[src/hdl/mac_ram.sv]
// Generic simple dual-port RAM with one write port and a registered read port.
// Standalone; used for the sample history ring.
module mac_ram #(
   parameter int WIDTH = 24,
   parameter int DEPTH = 64
) (
   input  logic                     clock,
   input  logic                     wr_en,
   input  logic [$clog2(DEPTH)-1:0] wr_addr,
   input  logic [WIDTH-1:0]         wr_data,
   input  logic                     rd_en,
   input  logic [$clog2(DEPTH)-1:0] rd_addr,
   output logic [WIDTH-1:0]         rd_data
);

   logic [WIDTH-1:0] mem [DEPTH];
   logic [WIDTH-1:0] rd_data_ff;

   // Write and registered read; contents are undefined until written.
   always_ff @(posedge clock) begin
      if (wr_en) begin
         mem[wr_addr] <= wr_data;
      end
      if (rd_en) begin
         rd_data_ff <= mem[rd_addr];
      end
   end

   assign rd_data = rd_data_ff;

endmodule

[config.mk]
export PLATFORM = sky130hd
export DESIGN_NAME = mac_ram
export DESIGN_NICKNAME = d
export VERILOG_FILES = /design/src/hdl/mac_ram.sv
export SDC_FILE = /design/constraint.sdc
export NUM_CORES = 1
export LEC_CHECK = 0
export BUFFER_PORTS_ARGS = -buffer_cell sky130_fd_sc_hd__buf_2
export CORE_MARGIN = 2
export CORE_UTILIZATION = 57
export DETAILED_ROUTE_END_ITERATION = 8
export HOLD_SLACK_MARGIN = 0.15
export PLACE_DENSITY = 0.76
export SYNTH_ARGS = -nofsm -noshare
export SYNTH_HDL_FRONTEND = slang
export SYNTH_SLANG_ARGS = --single-unit
[constraint.sdc]
create_clock -name clock -period 3 [get_ports clock]
set_input_delay 0.3 -clock clock [delete_from_list [all_inputs] [get_ports clock]]
set_output_delay 0.3 -clock clock [all_outputs]
set_load 0.01 [all_outputs]
Word-level counts from Yosys, hierarchy flattened
Memories as Yosys holds them, arrays and structs flattened. A register that Yosys moved wholly into a read port is not among the register bits.
Index checks and enable logic that the tools add are counted.
{"block": "word_totals", "ff_bits": 0, "latch_bits": 0, "ram_bits": 1536, "mem_bits_ro": 0, "in_bits": 39, "out_inout_bits": 24, "elab_cells": 3, "mem_count": 1}
{"block": "op_classes", "n_addsub": 0, "mul": 0, "n_div": 0, "magnitude_cmp": 0, "eq_ne": 0, "shift": 0, "muxes": 2, "bitwise_logic": 0, "reduce_logical": 0}
{"memory": "mem", "words": 64, "word_bits": 24, "read_ports": 1, "rd_ports_with_merged_regs": 1, "write_ports": 1, "line": "16", "source": "logic [WIDTH-1:0] mem [DEPTH];"}
{"cell": "1-bit two-way mux", "count": 2}

Longest topological paths before layout
{"block": "logic_depth", "ltp_word": 2, "mapped_depth": 9, "depth_no_buf": 5}

Worst setup path before layout
No wires, ideal clock.
{"block": "synth_path", "path_kind": "input to register", "startpoint": "in wr_addr[3]", "endpoint": "mem mem[48][0] (enable)", "setup_time_ns": 0.435, "t_arrival_ns": 2.462, "setup_slack_ns": 0.103, "cell_stages": 4, "n_path_buf": 1, "path_cell_list": "clkbuf_1 > nor2b_1 > nand4b_1 > nor3_1"}
{"element": "start: declaration", "line": "9", "source": "input logic [$clog2(DEPTH)-1:0] wr_addr,"}
{"element": "end: declaration", "line": "16"}
Straight into the memory's write port.

==> metrics.md <==
| Metric | Value |
|---|---|
| Later-pin clock latency in the skew report | roughly 0.76 ns |
| Netlist cell types | 39 |
| Synth Warn # | 0 |
| Initial Util | 57.52% |
| Peak supply drop | roughly 0.00063 V |
| Reg power frac | around 55% |
| Post-synth EDFFs | approximately 1600 |
| IO Port Bufs | 62 |
| Synthesized area per cell | between 20 and 25 um^2 |
| Synth Register Bits | around 1600 |
| Worst reg2reg setup slack | between 0.7 and 0.8 ns |
| CP Max Fanout | between 40 and 50 |
| R2R Path End | rd_data[11]$_DFFE_PP_ |
| Synth Cell Area | 0.05954 mm^2 |
| Worst-path cell chain | buf_4 -> buf_4 -> or2_2 -> o22ai_1 -> a221oi_1 -> o21a_1 |
| Die height | 327.2 um |
| Vias in the first global route | between 20000 and 30000 |
| Comb power frac | around 4.9% |
| Vias per cell | approximately 6.8 |
| Gp weighted congestion | about 0.83 |
| Pleak | 0.02120 uW |
| Commonest non-fill, non-tap cell in the layout | edfxtp_1 |
| WP data required | roughly 3.6 ns |
| CP endpoint kind | flip-flop |
| Outcome | finished, final reports clean |
| Die area | ~0.11 mm^2 |
| Clock Pin Slew Worst Setup and Hold Paths | ~0.060 ns |
| Switching power share of the total | around a fifth |
| Cells on Worst Hold Path | 2 |
| First-pass GRT wire length | about 200000 um |
| Layout Utilization | around 65% |
| Final Hold Vio Count | 0 |
| Final nets | 2888 |
| Worst Hold Slack | 0.2140 ns |
| CTS max path bufs | 3 |
| GRT Total Usage | a little over a quarter |
| Final Critical Period | approximately 2.4 ns |
| Number of CTS-inserted buffers | approximately 150 |
| End of the worst hold path | rd_data[14]$_DFFE_PP_ |
| Synth Net Count | approximately 2600 |
| Clk root buf | clkbuf_16 |
| H-Tree Depth | 4 |
| Row count | roughly 120 |
| Core ar. | 0.1035 mm^2 |
| Most numerous cell on the critical path | buf_4 |
| Most frequent cells in the layout | 1560 x edfxtp_1, 355 x mux4_2, 150 x clkbuf_16 |
| Top Ports | 63 |
| Setup tns final | 0 ns |
| ANT nets after route | 0 |
| CP peak stage delay | between 0.9 and 1 ns |
| Actual slew at the worst max-slew pin | ~1.3 ns |
| Initial antenna violation count | 8 |
| Clk pwr share | about two fifths |
| Largest net degree at the start of global routing | 65 |
| PwrDens | around 660 mW/mm^2 |
| Int Power | between 30000 and 40000 uW |
| WL final | 141300 um |
| GRT Residual Overflow | 0 |
| Synth-to-layout area growth | 12.73% |
| Max Cap Viol | 0 |
| Detailed placer's ending HPWL | approximately 81000 um |
| Setup Skew | ~0.019 ns |
| Iter 0 DRT Violations | ~4000 |
| Critical path arrival | ~3.0 ns |
| Post-synth top flop | edfxtp_1 |
| Die span in x | ~330 um |
| CTS tree | built |
| Crit Path Category | input port to flip-flop |
| Final Max Tran Viols | 0 |
| Seq/Total Area, Yosys | approximately four fifths |
| R2r startpoint | mem[54][11]$_DFFE_PP_ |
| RSZ-0062 raised after global routing | false |
| Slew HR | around 12% |
| Hold Path Origin | rd_addr[5] |
| Asr flop ratio synth | 0% |
| Drt wl/cell | between 30 and 40 um |
| Startpoint types | input port |
| # Post-CTS Setup Buffers | 0 |
| Via count | 29330 |
| Final setup fails | 0 |
| Reg2reg path depth | 6 |
| First-pass DRT Iterations | 5 |
| Layout cell share with drive strength beyond 1 | 30.47% |
| DRC | 0 |
| CP max-delay cell | a221oi_1 |
| Clock Sinks | approximately 1600 |
| NetSw | just over 9000 uW |
| Syn Inst Count | ~2600 |
| Hold Path Class | input port to flip-flop |
| Tcrit/Tclk final | 79.15% |
| Max Freq | about 0.42 GHz |
## layout make-up
type | count | area (um^2)
Sequential cell | 1560 | 46840
Fill cell | 6270 | 36380
Multi-Input combinational cell | 906 | 12080
Clock buffer | 176 | 3851
Timing Repair Buffer | 230 | 1901
Tap cell | 1380 | 1727
Clock inverter | 80 | 698.2
Inverter | 2 | 7.507
Antenna cell | 2 | 5.005
## cell usage after synthesis (2+ instances only)
master | n | share of area, %
edfxtp_1 | 1560 | 79
mux4_2 | 355 | 13
mux2i_1 | 95 | 1.6
nor2_1 | 80 | 0.50
mux2_2 | 53 | 1.0
o22ai_1 | 53 | 0.56
a221oi_1 | 52 | 0.76
buf_2 | 45 | 0.38
clkbuf_1 | 44 | 0.28
nand2_1 | 36 | 0.23
buf_4 | 31 | 0.39
a22oi_1 | 29 | 0.37
a21oi_1 | 22 | 0.18
nand3_1 | 20 | 0.17
and3_1 | 16 | 0.17
a31oi_1 | 13 | 0.14
buf_1 | 13 | 0.082
o21a_1 | 13 | 0.16
o21ai_0 | 12 | 0.10
or3_1 | 10 | 0.11
nor2b_1 | 9 | 0.095
buf_6 | 8 | 0.15
nand2b_1 | 6 | 0.063
o21ai_1 | 6 | 0.050
a221o_1 | 4 | 0.067
and2_1 | 3 | 0.032
nand3b_1 | 3 | 0.038
or2_2 | 3 | 0.032
or3b_2 | 3 | 0.044
nand4_1 | 2 | 0.021
nor3_1 | 2 | 0.017
o211ai_1 | 2 | 0.025
## through the flow
stage / worst slack (ns) / cell area, um^2 / power (uW) / instances
2_1_floorplan: 0.1028 / 59540 / 25880 / 2610
3_3_place_gp: -0.01279 / 62520 / 26820 / 4074
3_5_place_dp: -0.04296 / 62520 / 26900 / 4074
4_1_cts: 0.6986 / 67110 / 44390 / 4334
5_1_grt: 0.6544 / 67110 / 45310 / 4334
6_report: 0.6255 / 67110 / 44190 / 4336
## state kept, by name (all words and copies together) (netlist names)
name / count
mem: 1536
rd_data: 24
## cells by family (layout without fill, tap and decap cells)
kind of cell,after synthesis,count (layout),share of synthesized area (%)
AO/OA/AOI/OAI,207,207,2.432
buffers and inverters,144,488,1.305
flip-flops,1560,1560,78.68
multiplexers,503,503,16.03
other,0,2,0
AND/OR/NAND/NOR,196,196,1.551
## routing by layer
metal	up-vias	routed length [um]	track usage, %
met5	-	177	0
met1	15540	51740	38.24
met4	8	4922	9.304
met3	300	16280	5.510
li1	11610	-	-
met2	1866	68210	42.42
## how the worst max path moves through the flow
stage | startpoint | to | slack (ns) | cells after the start
floorplan | wr_addr[3] | mem[48][0]$_DFFE_PP_ | 0.10 | 4
global placement | rd_addr[0] | rd_data[8]$_DFFE_PP_ | -0.01 | 8
detailed placement | rd_addr[3] | rd_data[11]$_DFFE_PP_ | -0.04 | 6
CTS | mem[54][11]$_DFFE_PP_ | rd_data[11]$_DFFE_PP_ | 0.70 | 6
global route | mem[54][11]$_DFFE_PP_ | rd_data[11]$_DFFE_PP_ | 0.65 | 6
finish | rd_addr[3] | rd_data[11]$_DFFE_PP_ | 0.63 | 6
## worst max-delay path, delay by kind of cell
kind,cells,cell delay [ns]
AOI/OAI and AO/OA,3,1.28
buffers and inverters,2,0.88
and+or+nand+nor,1,0.46
## timing repair
item | 4_1_cts | 5_1_grt
hold endpoints to repair | 47 | 0
gates resized for setup | 0 | 0
hold buffers | 4 | 0
## power by group through the flow
stage,combinational [uW],sequential (uW),clock (uW)
floorplan,1190,24700,0
global placement,2100,24700,0
detailed placement,2170,24700,0
CTS,2190,24300,17900
global route,2310,24300,18700
finish,2190,24300,17700
(Power assumes the default switching activity.)
