## src/hdl/mac_pkg.sv

```systemverilog
// Shared constants for the moving average crossover detector.
// Used by the divider, the top level and the port checker; no dependencies.
package mac_pkg;

   // Field widths of one request and one response.
   localparam int SAMPLE_W = 24;
   localparam int WINDOW_W = 7;
   localparam int REQ_DATA_W = 24;
   localparam int RSP_DATA_W = 104;

   // Default ring depth and register reset values.
   localparam int MAX_WINDOW_DEF = 64;
   localparam logic [WINDOW_W-1:0] SHORT_WINDOW_RST = 7'd5;
   localparam logic [WINDOW_W-1:0] LONG_WINDOW_RST = 7'd25;

   // Quotient bits the divider retires per cycle.
   localparam int DIV_BITS = 2;

   // Flag positions in the response data, above the four averages.
   localparam int RSP_READY_BIT = 96;
   localparam int RSP_SMA_GOLDEN_BIT = 97;
   localparam int RSP_SMA_DEAD_BIT = 98;
   localparam int RSP_WMA_GOLDEN_BIT = 99;
   localparam int RSP_WMA_DEAD_BIT = 100;

endpackage

```

## src/hdl/mac_div.sv

```systemverilog
// Iterative signed divider, truncating toward zero, two quotient bits per cycle.
// Depends on mac_pkg for the quotient width and the bits retired per cycle.
module mac_div #(
   parameter int DVS_W = 12
) (
   input  logic                                        clock,
   input  logic                                        reset,
   input  logic                                        start,
   input  logic signed [mac_pkg::SAMPLE_W+DVS_W-1:0]   dividend,
   input  logic [DVS_W-1:0]                            divisor,
   output logic                                        done,
   output logic [mac_pkg::SAMPLE_W-1:0]                quotient
);

   localparam int QW = mac_pkg::SAMPLE_W;
   localparam int DVD_W = QW + DVS_W;
   localparam int RB = mac_pkg::DIV_BITS;
   localparam int STEPS = QW / RB;
   localparam int CNT_W = $clog2(STEPS);

   logic             busy_ff, busy_in;
   logic             done_ff, done_in;
   logic [CNT_W-1:0] cnt_ff, cnt_in;
   logic             neg_ff, neg_in;
   logic [DVS_W-1:0] dvs_ff, dvs_in;
   logic [DVS_W-1:0] rem_ff, rem_in;
   logic [QW-1:0]    low_ff, low_in;
   logic [QW-1:0]    quo_ff, quo_in;

   logic [DVD_W-1:0] mag_c;
   logic [DVS_W-1:0] rem_v;
   logic [QW-1:0]    low_v;
   logic [DVS_W:0]   trial;

   // Magnitude of the dividend; the divisor is always positive.
   always_comb begin
      if (dividend[DVD_W-1]) begin
         mag_c = DVD_W'(~dividend + 1'b1);
      end else begin
         mag_c = DVD_W'(dividend);
      end
   end

   // Restoring steps: the remainder stays below the divisor, and the low
   // register shifts dividend bits out at the top and quotient bits in.
   always_comb begin
      rem_v = rem_ff;
      low_v = low_ff;
      trial = '0;
      for (int i = 0; i < RB; i++) begin
         trial = {rem_v, low_v[QW-1]};
         low_v = {low_v[QW-2:0], 1'b0};
         if (trial >= {1'b0, dvs_ff}) begin
            rem_v = DVS_W'(trial - {1'b0, dvs_ff});
            low_v[0] = 1'b1;
         end else begin
            rem_v = trial[DVS_W-1:0];
         end
      end
   end

   // Sequencing of one division.
   always_comb begin
      busy_in = busy_ff;
      done_in = 1'b0;
      cnt_in = cnt_ff;
      neg_in = neg_ff;
      dvs_in = dvs_ff;
      rem_in = rem_ff;
      low_in = low_ff;
      quo_in = quo_ff;
      if (start && !busy_ff) begin
         busy_in = 1'b1;
         cnt_in = '0;
         neg_in = dividend[DVD_W-1];
         dvs_in = divisor;
         rem_in = mag_c[DVD_W-1:QW];
         low_in = mag_c[QW-1:0];
      end else if (busy_ff) begin
         rem_in = rem_v;
         low_in = low_v;
         cnt_in = cnt_ff + 1'b1;
         if (cnt_ff == CNT_W'(STEPS - 1)) begin
            busy_in = 1'b0;
            done_in = 1'b1;
            quo_in = neg_ff ? QW'(~low_v + 1'b1) : low_v;
         end
      end
   end

   always_ff @(posedge clock) begin
      if (reset) begin
         busy_ff <= 1'b0;
         done_ff <= 1'b0;
         cnt_ff <= '0;
      end else begin
         busy_ff <= busy_in;
         done_ff <= done_in;
         cnt_ff <= cnt_in;
      end
      neg_ff <= neg_in;
      dvs_ff <= dvs_in;
      rem_ff <= rem_in;
      low_ff <= low_in;
      quo_ff <= quo_in;
   end

   assign done = done_ff;
   assign quotient = quo_ff;

endmodule

```

## config.mk

```make
export PLATFORM = sky130hd
export DESIGN_NAME = mac_div
export DESIGN_NICKNAME = d
export VERILOG_FILES = /design/src/hdl/mac_pkg.sv /design/src/hdl/mac_div.sv
export SDC_FILE = /design/constraint.sdc
export NUM_CORES = 1
export LEC_CHECK = 0
export ABC_AREA = 0
export BUFFER_PORTS_ARGS = -buffer_cell sky130_fd_sc_hd__clkbuf_2
export CAP_MARGIN = 20
export CORE_MARGIN = 2
export CORE_UTILIZATION = 53
export DETAILED_ROUTE_END_ITERATION = 10
export GPL_ROUTABILITY_DRIVEN = 0
export MAX_ROUTING_LAYER = met4
export PLACE_DENSITY = 0.72
export SYNTH_ARGS = -nofsm -noshare
export SYNTH_HDL_FRONTEND = slang
export SYNTH_SLANG_ARGS = --single-unit
export TNS_END_PERCENT = 30
```

## constraint.sdc

```tcl
create_clock -name clock -period 6.3 [get_ports clock]
set_input_delay 0.945 -clock clock [delete_from_list [all_inputs] [get_ports clock]]
set_output_delay 0.945 -clock clock [all_outputs]
set_load 0.05 [all_outputs]
```

# Word level (Yosys, flattened, before mapping)
# Cells that the tools add are included.
# totals
reg_bits	79
inputBits	51
elab_cells	40
# classes
n_addsub	5
magnitude_cmp	2
n_eq_ne	1
n_mux	14
n_bitwise	4
reduce_logical	6
# ops
op	count
two-way mux 24 bit	3
two-way mux 12 bit	4
adder 36 x 1 -> 36 bit (second input constant)	1
two-way mux 36 bit	1
NOT 36 bit	1
greater-or-equal comparator 13 x 12 -> 1 bit	2
adder 24 x 1 -> 24 bit (second input constant)	1
NOT 24 bit	1
subtractor 12 bit	2
two-way mux 1 bit	6
adder 4 x 1 -> 4 bit (second input constant)	1
equality test 4 bit (second input constant)	1
AND reduction 3 bit	1
OR reduction 3 bit	1
NOT 1 bit	2
nonzero test 2 bit	1
OR reduction 2 bit	1
logical AND 1 bit	1
logical NOT 1 bit	1

# Longest topological paths before layout
# Gate-level depths: netlist (run 1).
# logic_depth
depth_word	7
depth_mapped	26
ltp_nobuf	23

# Worst setup path before layout (run 1)
# OpenSTA, ideal clock, no wires.
# synth_timing
path_type	flip-flop to flip-flop
from	register rem_ff[3]
to	register quo_ff[22] (netlist: quotient[22]), data pin
setup_ns	0.259
t_arrival_ns	4.701
required_time_ns	6.041
path_slack_ns	1.340
path_stages_with_launch	24
path_cell_list	edfxtp_1 ha_1 nand4_1 nor3_2 nor4_2 or2_1 buf_6 buf_4 o21ai_0 ha_1 nor2b_1 o31a_1 o31ai_1 a21oi_1 nor2b_1 buf_2 nand2_4 inv_2 ha_1 nand2b_1 or2_4 o31ai_4 nand2_1 xor2_1
# synth_via
elab_chain_cells	7
elab_cells_between_ends	9
# synth_rtl
item	line_no	rtl
from (decl)	mac_div.sv:26	logic [DVS_W-1:0] rem_ff, rem_in;
from (signal assigned)	mac_div.sv:103	rem_ff <= rem_in;
subtractor 12 bit / greater-or-equal comparator 13 x 12 -> 1 bit (equally long branches)	mac_div.sv:54, mac_div.sv:53	
two-way mux 12 bit *	mac_div.sv:53	if (trial >= {1'b0, dvs_ff}) begin
greater-or-equal comparator 13 x 12 -> 1 bit *	mac_div.sv:53	
two-way mux 1 bit *	mac_div.sv:53	
named net low_v[0]	mac_div.sv:32	logic [QW-1:0] low_v;
NOT 24 bit *	mac_div.sv:86	quo_in = neg_ff ? QW'(~low_v + 1'b1) : low_v;
adder 24 x 1 -> 24 bit *	mac_div.sv:86	
two-way mux 24 bit *	mac_div.sv:86	
to (signal assigned)	mac_div.sv:105	quo_ff <= quo_in;
to (decl)	mac_div.sv:28	logic [QW-1:0] quo_ff, quo_in;
# Mark *: on every way through the listed nets, which the timed path passes. The rest lies on a longest branch.
# A chain may end at the register's enable or synchronous reset.

# Worst setup path in the final report (run 1)
# Ends and elaborated chain as after synthesis.

==> summary.txt, run 1 <==
Register-to-register path setup slack = 0.48 ns
CTS buffer count = 9
Net Sw Power = 1.44 mW
Starting DRT DRC Count = 289
Worst r2r path cells = 20
DRC = 0
Status = completed
Max-cap viol count = 0
Crit-path cells = ha_1 -> nand4_1 -> a21oi_2 -> nor4_2 -> or2_2 -> o21ai_0 -> ha_1 -> nor2b_1 -> o31a_1 -> o31ai_1 -> a21oi_1 -> nor2b_1 -> nand2_4 -> inv_2 -> ha_1 -> nand2b_1 -> or2_4 -> o31ai_4 -> nand2_1 -> xor2_1
PD cells = 497 nW/µm²
Synth cell types = 68
FF+latch count, synth = 79
WP buf/inv = 1
Setup bufs post-CTS = 0
Sequential cell area fraction in the yosys report = 41.0%
Post-Layout Cell Count = 764
Fmax = 172 MHz
Gr usage total = 25.3%
I/O Buffers = 75
Diodes inserted = 0
Final worst slack = 0.479 ns
Synthesized cell area = 5630 µm²
Synthesized Nets = 634
Drt pass-1 iters = 5
Post-synth EDFFs = 73
Fin. Hold Viols = 0
Die footprint = 11500 µm²
Placed insts = 748
CTS sink cnt = 79
FP Rows = 37
Initial Utilization = 54.6%
Finish-stage setup viols = 0
Commonest non-fill, non-tap cell in the layout = clkbuf_2
Crit Reg-Reg Endpoint = quotient[22]
HP Class = reg -> reg
IO Count = 76
RSZ-0062 raised after global routing = false
Setup TNS Final = 0 ns
Vias in the first global route = 4410
Synth top area share = 38.9%
Syn_area_per_cell = 10.2 µm²
Worst VDD drop = 0.233 mV
Post-synth top area cell = edfxtp_1
Ys flop type = edfxtp_1
Hold path start = cnt_ff[1]
Clock buffer depth = 2
CTS root buffer = clkbuf_8
Crit path max fanout = 15
Die Span X = 107 µm
Delay-heaviest family, CP = compound AO/OA/AOI/OAI gates
Switching Fraction = 45.9%
Rel. slew slack = 34.1%
Syn Inst Count = 554
Synth warn = 0
Most frequent cells in the layout = clkbuf_2, edfxtp_1, nand2_1
Crit start category = flip-flop
Final #Nets = 703
Share of power burned in registers = 25.4%
Antenna-violating nets left = 0
Placed wire-length estimate = 10200 µm
Ys async rst share = 0%
Die Y = 107 µm
Worst Skew = 0.0120 ns
Reg2reg start = rem_ff[3]
Pre-CTS setup slack = 0.460 ns
Placeable Area = 10300 µm²
Final worst path period share = 92.4%
Final WL = 13600 µm
Antenna violations before repair = 0
Worst hold slack = 0.550 ns
Synthesis-to-layout area growth = 12.2%
Drt wl/cell = 17.8 µm
Share of cells above drive strength 1 = 22.3%
Hold buffer count at CTS = 0
Hold Path End = cnt_ff[1]
DR vias/cell = 6.02
Slew Limit Fails = 0
Crit. path cell count = 20
Clk pwr share = 13.2%
Worst-path clk slew = 0.09 ns
LEAKAGE = 2.47 nW
CTS tree = yes
CP max-delay cell = o31ai_1
Largest net degree at the start of global routing = 70
Synth area leaders = edfxtp_1, xnor2_1, ha_1, o21ai_0, xor2_1
CP dominant cell by count = ha_1
Worst Max-Slew Pin Slew = 0.989 ns
WS Path Type = reg -> reg
Worst path required time = 6.42 ns
First-pass GRT wire length = 22100 µm
Crit path time final = 5.82 ns
H-tree Lvls = 3
Remaining Overflow, GRT = 0
Logic pwr share = 61.4%
Hold Path Stages = 2
Critical path capture point type = flip-flop
Internal power = 1.70 mW
CP arrival = 5.95 ns
Via count = 4597
Clk Latency, worst-skew pair = 0.37 ns
CP peak stage delay = 0.48 ns
-- cell type report --
cell class                      instances  area, µm²
Clock buffer                            9        124
Tap cell                              136        170
Clock inverter                          7       86.3
Sequential cell                        79       2310
Multi-Input combinational cell        424       3100
Timing Repair Buffer                   81        420
Fill cell                             870       4000
Inverter                               28        105
-- state kept, by name, summed over array words and instances, names as in the netlist --
name      cells
busy_ff       1
cnt_ff        4
done          1
dvs_ff       12
low_ff       24
neg_ff        1
quotient     24
rem_ff       12
-- cell usage after synthesis (7+ instances only) --
library cell   n
xnor2_1       42
edfxtp_1      73
xor2_1        30
inv_1         26
nand2_1       56
clkbuf_1      16
a21oi_1       15
o31ai_1       16
nor3_1        13
nand4_1        8
ha_1          27
nand3_1       11
a31oi_1        7
o21ai_0       54
nor2_1        25
-- worst min-delay path: stages (launching register included) --
cell and delay [ns]:
dfxtp_1 0.33, mux2i_1 0.12, nor3_1 0.05
-- worst max path at each step --
stage / start / end / slack [ns]
final: rem_ff[3] / quotient[22] / 0.48
after global routing: rem_ff[3] / quotient[22] / 0.09
after CTS: rem_ff[3] / quotient[22] / 0.40
after detailed placement: rem_ff[3] / quotient[22] / 0.46
after global placement: rem_ff[5] / quotient[18] / 0.66
after floorplan: rem_ff[3] / quotient[22] / 1.34
-- metal layers --
layer  part of all wire, %  vias to the layer above  GRT usage [%]
li1                      -                     2214              -
met1                    45                     2169           34.3
met2                    47                      187           39.4
met3                   6.4                       27           4.13
met4                   1.9                        0           7.33
met5                     0                        -              -
-- cells by family after synthesis --
kind of cell,count (synthesis),share of synthesized area (%)
muxes,8,1.55
AOI/OAI and AO/OA,154,20.0
xor gates and xnor gates,72,11.2
adders and majority gates,29,6.71
and+or+nand+nor,161,15.5
buffers and inverters,51,4.02
DFF,79,41.0
-- power by group through the flow --
stage / sequential, mW / clock [mW] / combinational (mW)
final: 0.797 / 0.416 / 1.93
after global placement: 0.806 / 0 / 1.82
after global routing: 0.806 / 0.447 / 2.10
after detailed placement: 0.808 / 0 / 1.87
after CTS: 0.796 / 0.425 / 1.88
after floorplan: 0.780 / 0 / 1.49
-- through the flow --
| step | cell area, µm² | power, mW | util, % |
|---|---|---|---|
| 6_report | 6320 | 3.14 | 61.2 |
| 3_3_place_gp | 6110 | 2.63 | 59.2 |
| 4_1_cts | 6320 | 3.10 | 61.2 |
| 3_5_place_dp | 6110 | 2.68 | 59.2 |
| 2_1_floorplan | 5630 | 2.27 | - |
| 5_1_grt | 6320 | 3.36 | 61.2 |
-- what timing repair did --
item | in CTS | in global routing
gates resized for setup | 0 | 1
hold endpoints to repair | 0 | 0
setup endpoints to repair | 0 | 3
Note: power is estimated with default switching activity, not from simulation.
==> run 2: changes to the inputs <==
--- a/config.mk
+++ b/config.mk
@@ -14,6 +14,7 @@
 export GPL_ROUTABILITY_DRIVEN = 0
 export MAX_ROUTING_LAYER = met4
 export PLACE_DENSITY = 0.72
+export SETUP_SLACK_MARGIN = 0.5
 export SYNTH_ARGS = -nofsm -noshare
 export SYNTH_HDL_FRONTEND = slang
 export SYNTH_SLANG_ARGS = --single-unit
==> summary.txt, run 2 (same netlist as run 1, synthesis figures left out) <==
Most frequent cells in the layout = clkbuf_2, edfxtp_1, nand2_1 (unchanged)
FP Rows = 37 (unchanged)
Initial Utilization = 54.6% (unchanged)
Placed Area = 6110 µm² (unchanged)
Crit. path cell count = 20 (unchanged)
HP Class = reg -> reg (unchanged)
Final WL = 13700 µm (was 13600 µm)
Slew Limit Fails = 0 (unchanged)
IO Count = 76 (unchanged)
Reg2reg start = rem_ff[3] (unchanged)
Internal power = 1.71 mW (was 1.70 mW)
Crit-path cells = ha_1 -> a211oi_2 -> o21bai_1 -> nor4_4 -> or2_4 -> mux2_2 -> ha_1 -> and3_1 -> a31oi_1 -> o21ai_0 -> a21oi_2 -> nor2b_1 -> nand2_4 -> inv_2 -> ha_1 -> nand2b_1 -> or2_4 -> o31ai_4 -> nand2_1 -> xor2_1 (was ha_1 -> nand4_1 -> a21oi_2 -> nor4_2 -> or2_2 -> o21ai_0 -> ha_1 -> nor2b_1 -> o31a_1 -> o31ai_1 -> a21oi_1 -> nor2b_1 -> nand2_4 -> inv_2 -> ha_1 -> nand2b_1 -> or2_4 -> o31ai_4 -> nand2_1 -> xor2_1)
Critical Path Source = rem_ff[3] (unchanged)
Clk Latency, worst-skew pair = 0.37 ns (about the same)
Switching Fraction = 45.9% (about the same)
LEAKAGE = 2.47 nW (about the same)
Crit Reg-Reg Endpoint = quotient[22] (unchanged)
Largest net degree at the start of global routing = 70 (unchanged)
Post-route cell area = 6340 µm² (was 6320 µm²)
Worst path required time = 6.42 ns (about the same)
CTS buffer count = 9 (unchanged)
Commonest non-fill, non-tap cell in the layout = clkbuf_2 (unchanged)
Setup bufs post-CTS = 0 (unchanged)
Setup TNS Final = 0 ns (unchanged)
Gr usage total = 25.3% (unchanged)
Final Power = 3.16 mW (was 3.14 mW)
Placeable Area = 10300 µm² (unchanged)
Share of power burned in registers = 25.2% (was 25.4%)
RSZ-0062 raised after global routing = false (unchanged)
Placed insts = 748 (unchanged)
Worst VDD drop = 0.235 mV (was 0.233 mV)
Worst hold slack = 0.550 ns (about the same)
Hold buffer count at CTS = 0 (unchanged)
Share of cells above drive strength 1 = 22.6% (was 22.3%)
H-tree Lvls = 3 (unchanged)
Crit path max fanout = 15 (unchanged)
DR vias/cell = 6.03 (was 6.02)
Placed wire-length estimate = 10200 µm (unchanged)
Vias in the first global route = 4410 (unchanged)
Post-Layout Cell Count = 764 (unchanged)
Final #Nets = 703 (unchanged)
Synthesis-to-layout area growth = 12.5% (was 12.2%)
CP max-delay cell = edfxtp_1 (was o31ai_1)
Fin. Hold Viols = 0 (unchanged)
Worst-path clk slew = 0.09 ns (about the same)
Drt pass-1 iters = 5 (unchanged)
CTS tree = yes (unchanged)
WP buf/inv = 1 (unchanged)
Antenna-violating nets left = 0 (unchanged)
Via count = 4609 (was 4597)
Worst Max-Slew Pin Slew = 0.985 ns (was 0.989 ns)
Clock buffer depth = 2 (unchanged)
Starting DRT DRC Count = 288 (was 289)
Rel. slew slack = 34.3% (was 34.1%)
Critical path capture point type = flip-flop (unchanged)
Register-to-register path setup slack = 0.78 ns (was 0.48 ns)
End point of the critical path = quotient[22] (unchanged)
Diodes inserted = 0 (unchanged)
Die Span X = 107 µm (unchanged)
Worst r2r path cells = 20 (unchanged)
Clk pwr share = 13.1% (was 13.2%)
CP arrival = 5.64 ns (was 5.95 ns)
Final worst path period share = 87.7% (was 92.4%)
CTS root buffer = clkbuf_8 (unchanged)
PD cells = 498 nW/µm² (was 497 nW/µm²)
Drt wl/cell = 17.9 µm (was 17.8 µm)
Logic pwr share = 61.7% (was 61.4%)
Worst Skew = 0.0111 ns (was 0.0120 ns)
Net Sw Power = 1.45 mW (was 1.44 mW)
Fmax = 181 MHz (was 172 MHz)
Max-cap viol count = 0 (unchanged)
Status = completed (unchanged)
First-pass GRT wire length = 22100 µm (unchanged)
CP dominant cell by count = ha_1 (unchanged)
Crit start category = flip-flop (unchanged)
Die Y = 107 µm (unchanged)
Die footprint = 11500 µm² (unchanged)
Post-CTS sizing = 1 (was 0)
I/O Buffers = 75 (unchanged)
CTS sink cnt = 79 (unchanged)
Crit path time final = 5.52 ns (was 5.82 ns)
Delay-heaviest family, CP = simple AND/OR/NAND/NOR gates (was compound AO/OA/AOI/OAI gates)
CP peak stage delay = 0.40 ns (was 0.48 ns)
Remaining Overflow, GRT = 0 (unchanged)
Antenna violations before repair = 0 (unchanged)
WS Path Type = reg -> reg (unchanged)
Finish-stage setup viols = 0 (unchanged)
DRC = 0 (unchanged)
[run 2: cell counts in the layout (fill, tap and decap cells not counted)]
No cell type changed its count.
[run 2: metrics by stage]
step                setup slack, ns  util [%]
floorplan                      1.34         -
global placement              0.659      59.2
detailed placement            0.460      59.2
CTS                           0.518      61.2
global route                  0.475      61.4
finish                        0.776      61.4
[run 2: metal layers]
metal / up-vias / track usage (%) / share of wire, %
met5: - / - / 0
met4: 0 / 7.33 / 1.8
li1: 2214 / - / -
met3: 25 / 4.13 / 6.7
met1: 2185 / 34.3 / 44
met2: 185 / 39.4 / 47
[run 2: worst min path at each step]
stage                   start         to  cells after the start
finish              cnt_ff[1]  cnt_ff[1]                      2
global route        cnt_ff[1]  cnt_ff[1]                      2
CTS                 cnt_ff[1]  cnt_ff[1]                      2
detailed placement  cnt_ff[1]  cnt_ff[1]                      2
global placement    cnt_ff[1]  cnt_ff[1]                      2
floorplan           cnt_ff[1]  cnt_ff[1]                      2
[run 2: layout make-up]
| type | instances | area [µm²] |
|---|---|---|
| multi-input cells | 424 | 3120 |
| flip-flops and latches | 79 | 2310 |
| repair buffers | 81 | 420 |
| clock inverters | 7 | 86.3 |
| fillers | 867 | 3980 |
| well taps | 136 | 170 |
| inverters | 28 | 105 |
| clock buffers | 9 | 124 |
[run 2: worst register-to-register path, stage by stage (launching register included)]
cell	delay (ns)
edfxtp_1	0.40
ha_1	0.38
a211oi_2	0.29
o21bai_1	0.17
nor4_4	0.34
or2_4	0.31
mux2_2	0.37
ha_1	0.37
and3_1	0.24
a31oi_1	0.17
o21ai_0	0.19
a21oi_2	0.27
nor2b_1	0.31
nand2_4	0.12
inv_2	0.13
ha_1	0.17
nand2b_1	0.16
or2_4	0.33
o31ai_4	0.30
nand2_1	0.11
xor2_1	0.15
[run 2: power by group through the flow]
| stage | registers (mW) | clock network, mW | logic [mW] |
|---|---|---|---|
| after floorplan | 0.780 | 0 | 1.49 |
| after global placement | 0.806 | 0 | 1.82 |
| after detailed placement | 0.808 | 0 | 1.87 |
| after CTS | 0.796 | 0.425 | 1.88 |
| after global routing | 0.806 | 0.447 | 2.13 |
| final | 0.797 | 0.413 | 1.95 |
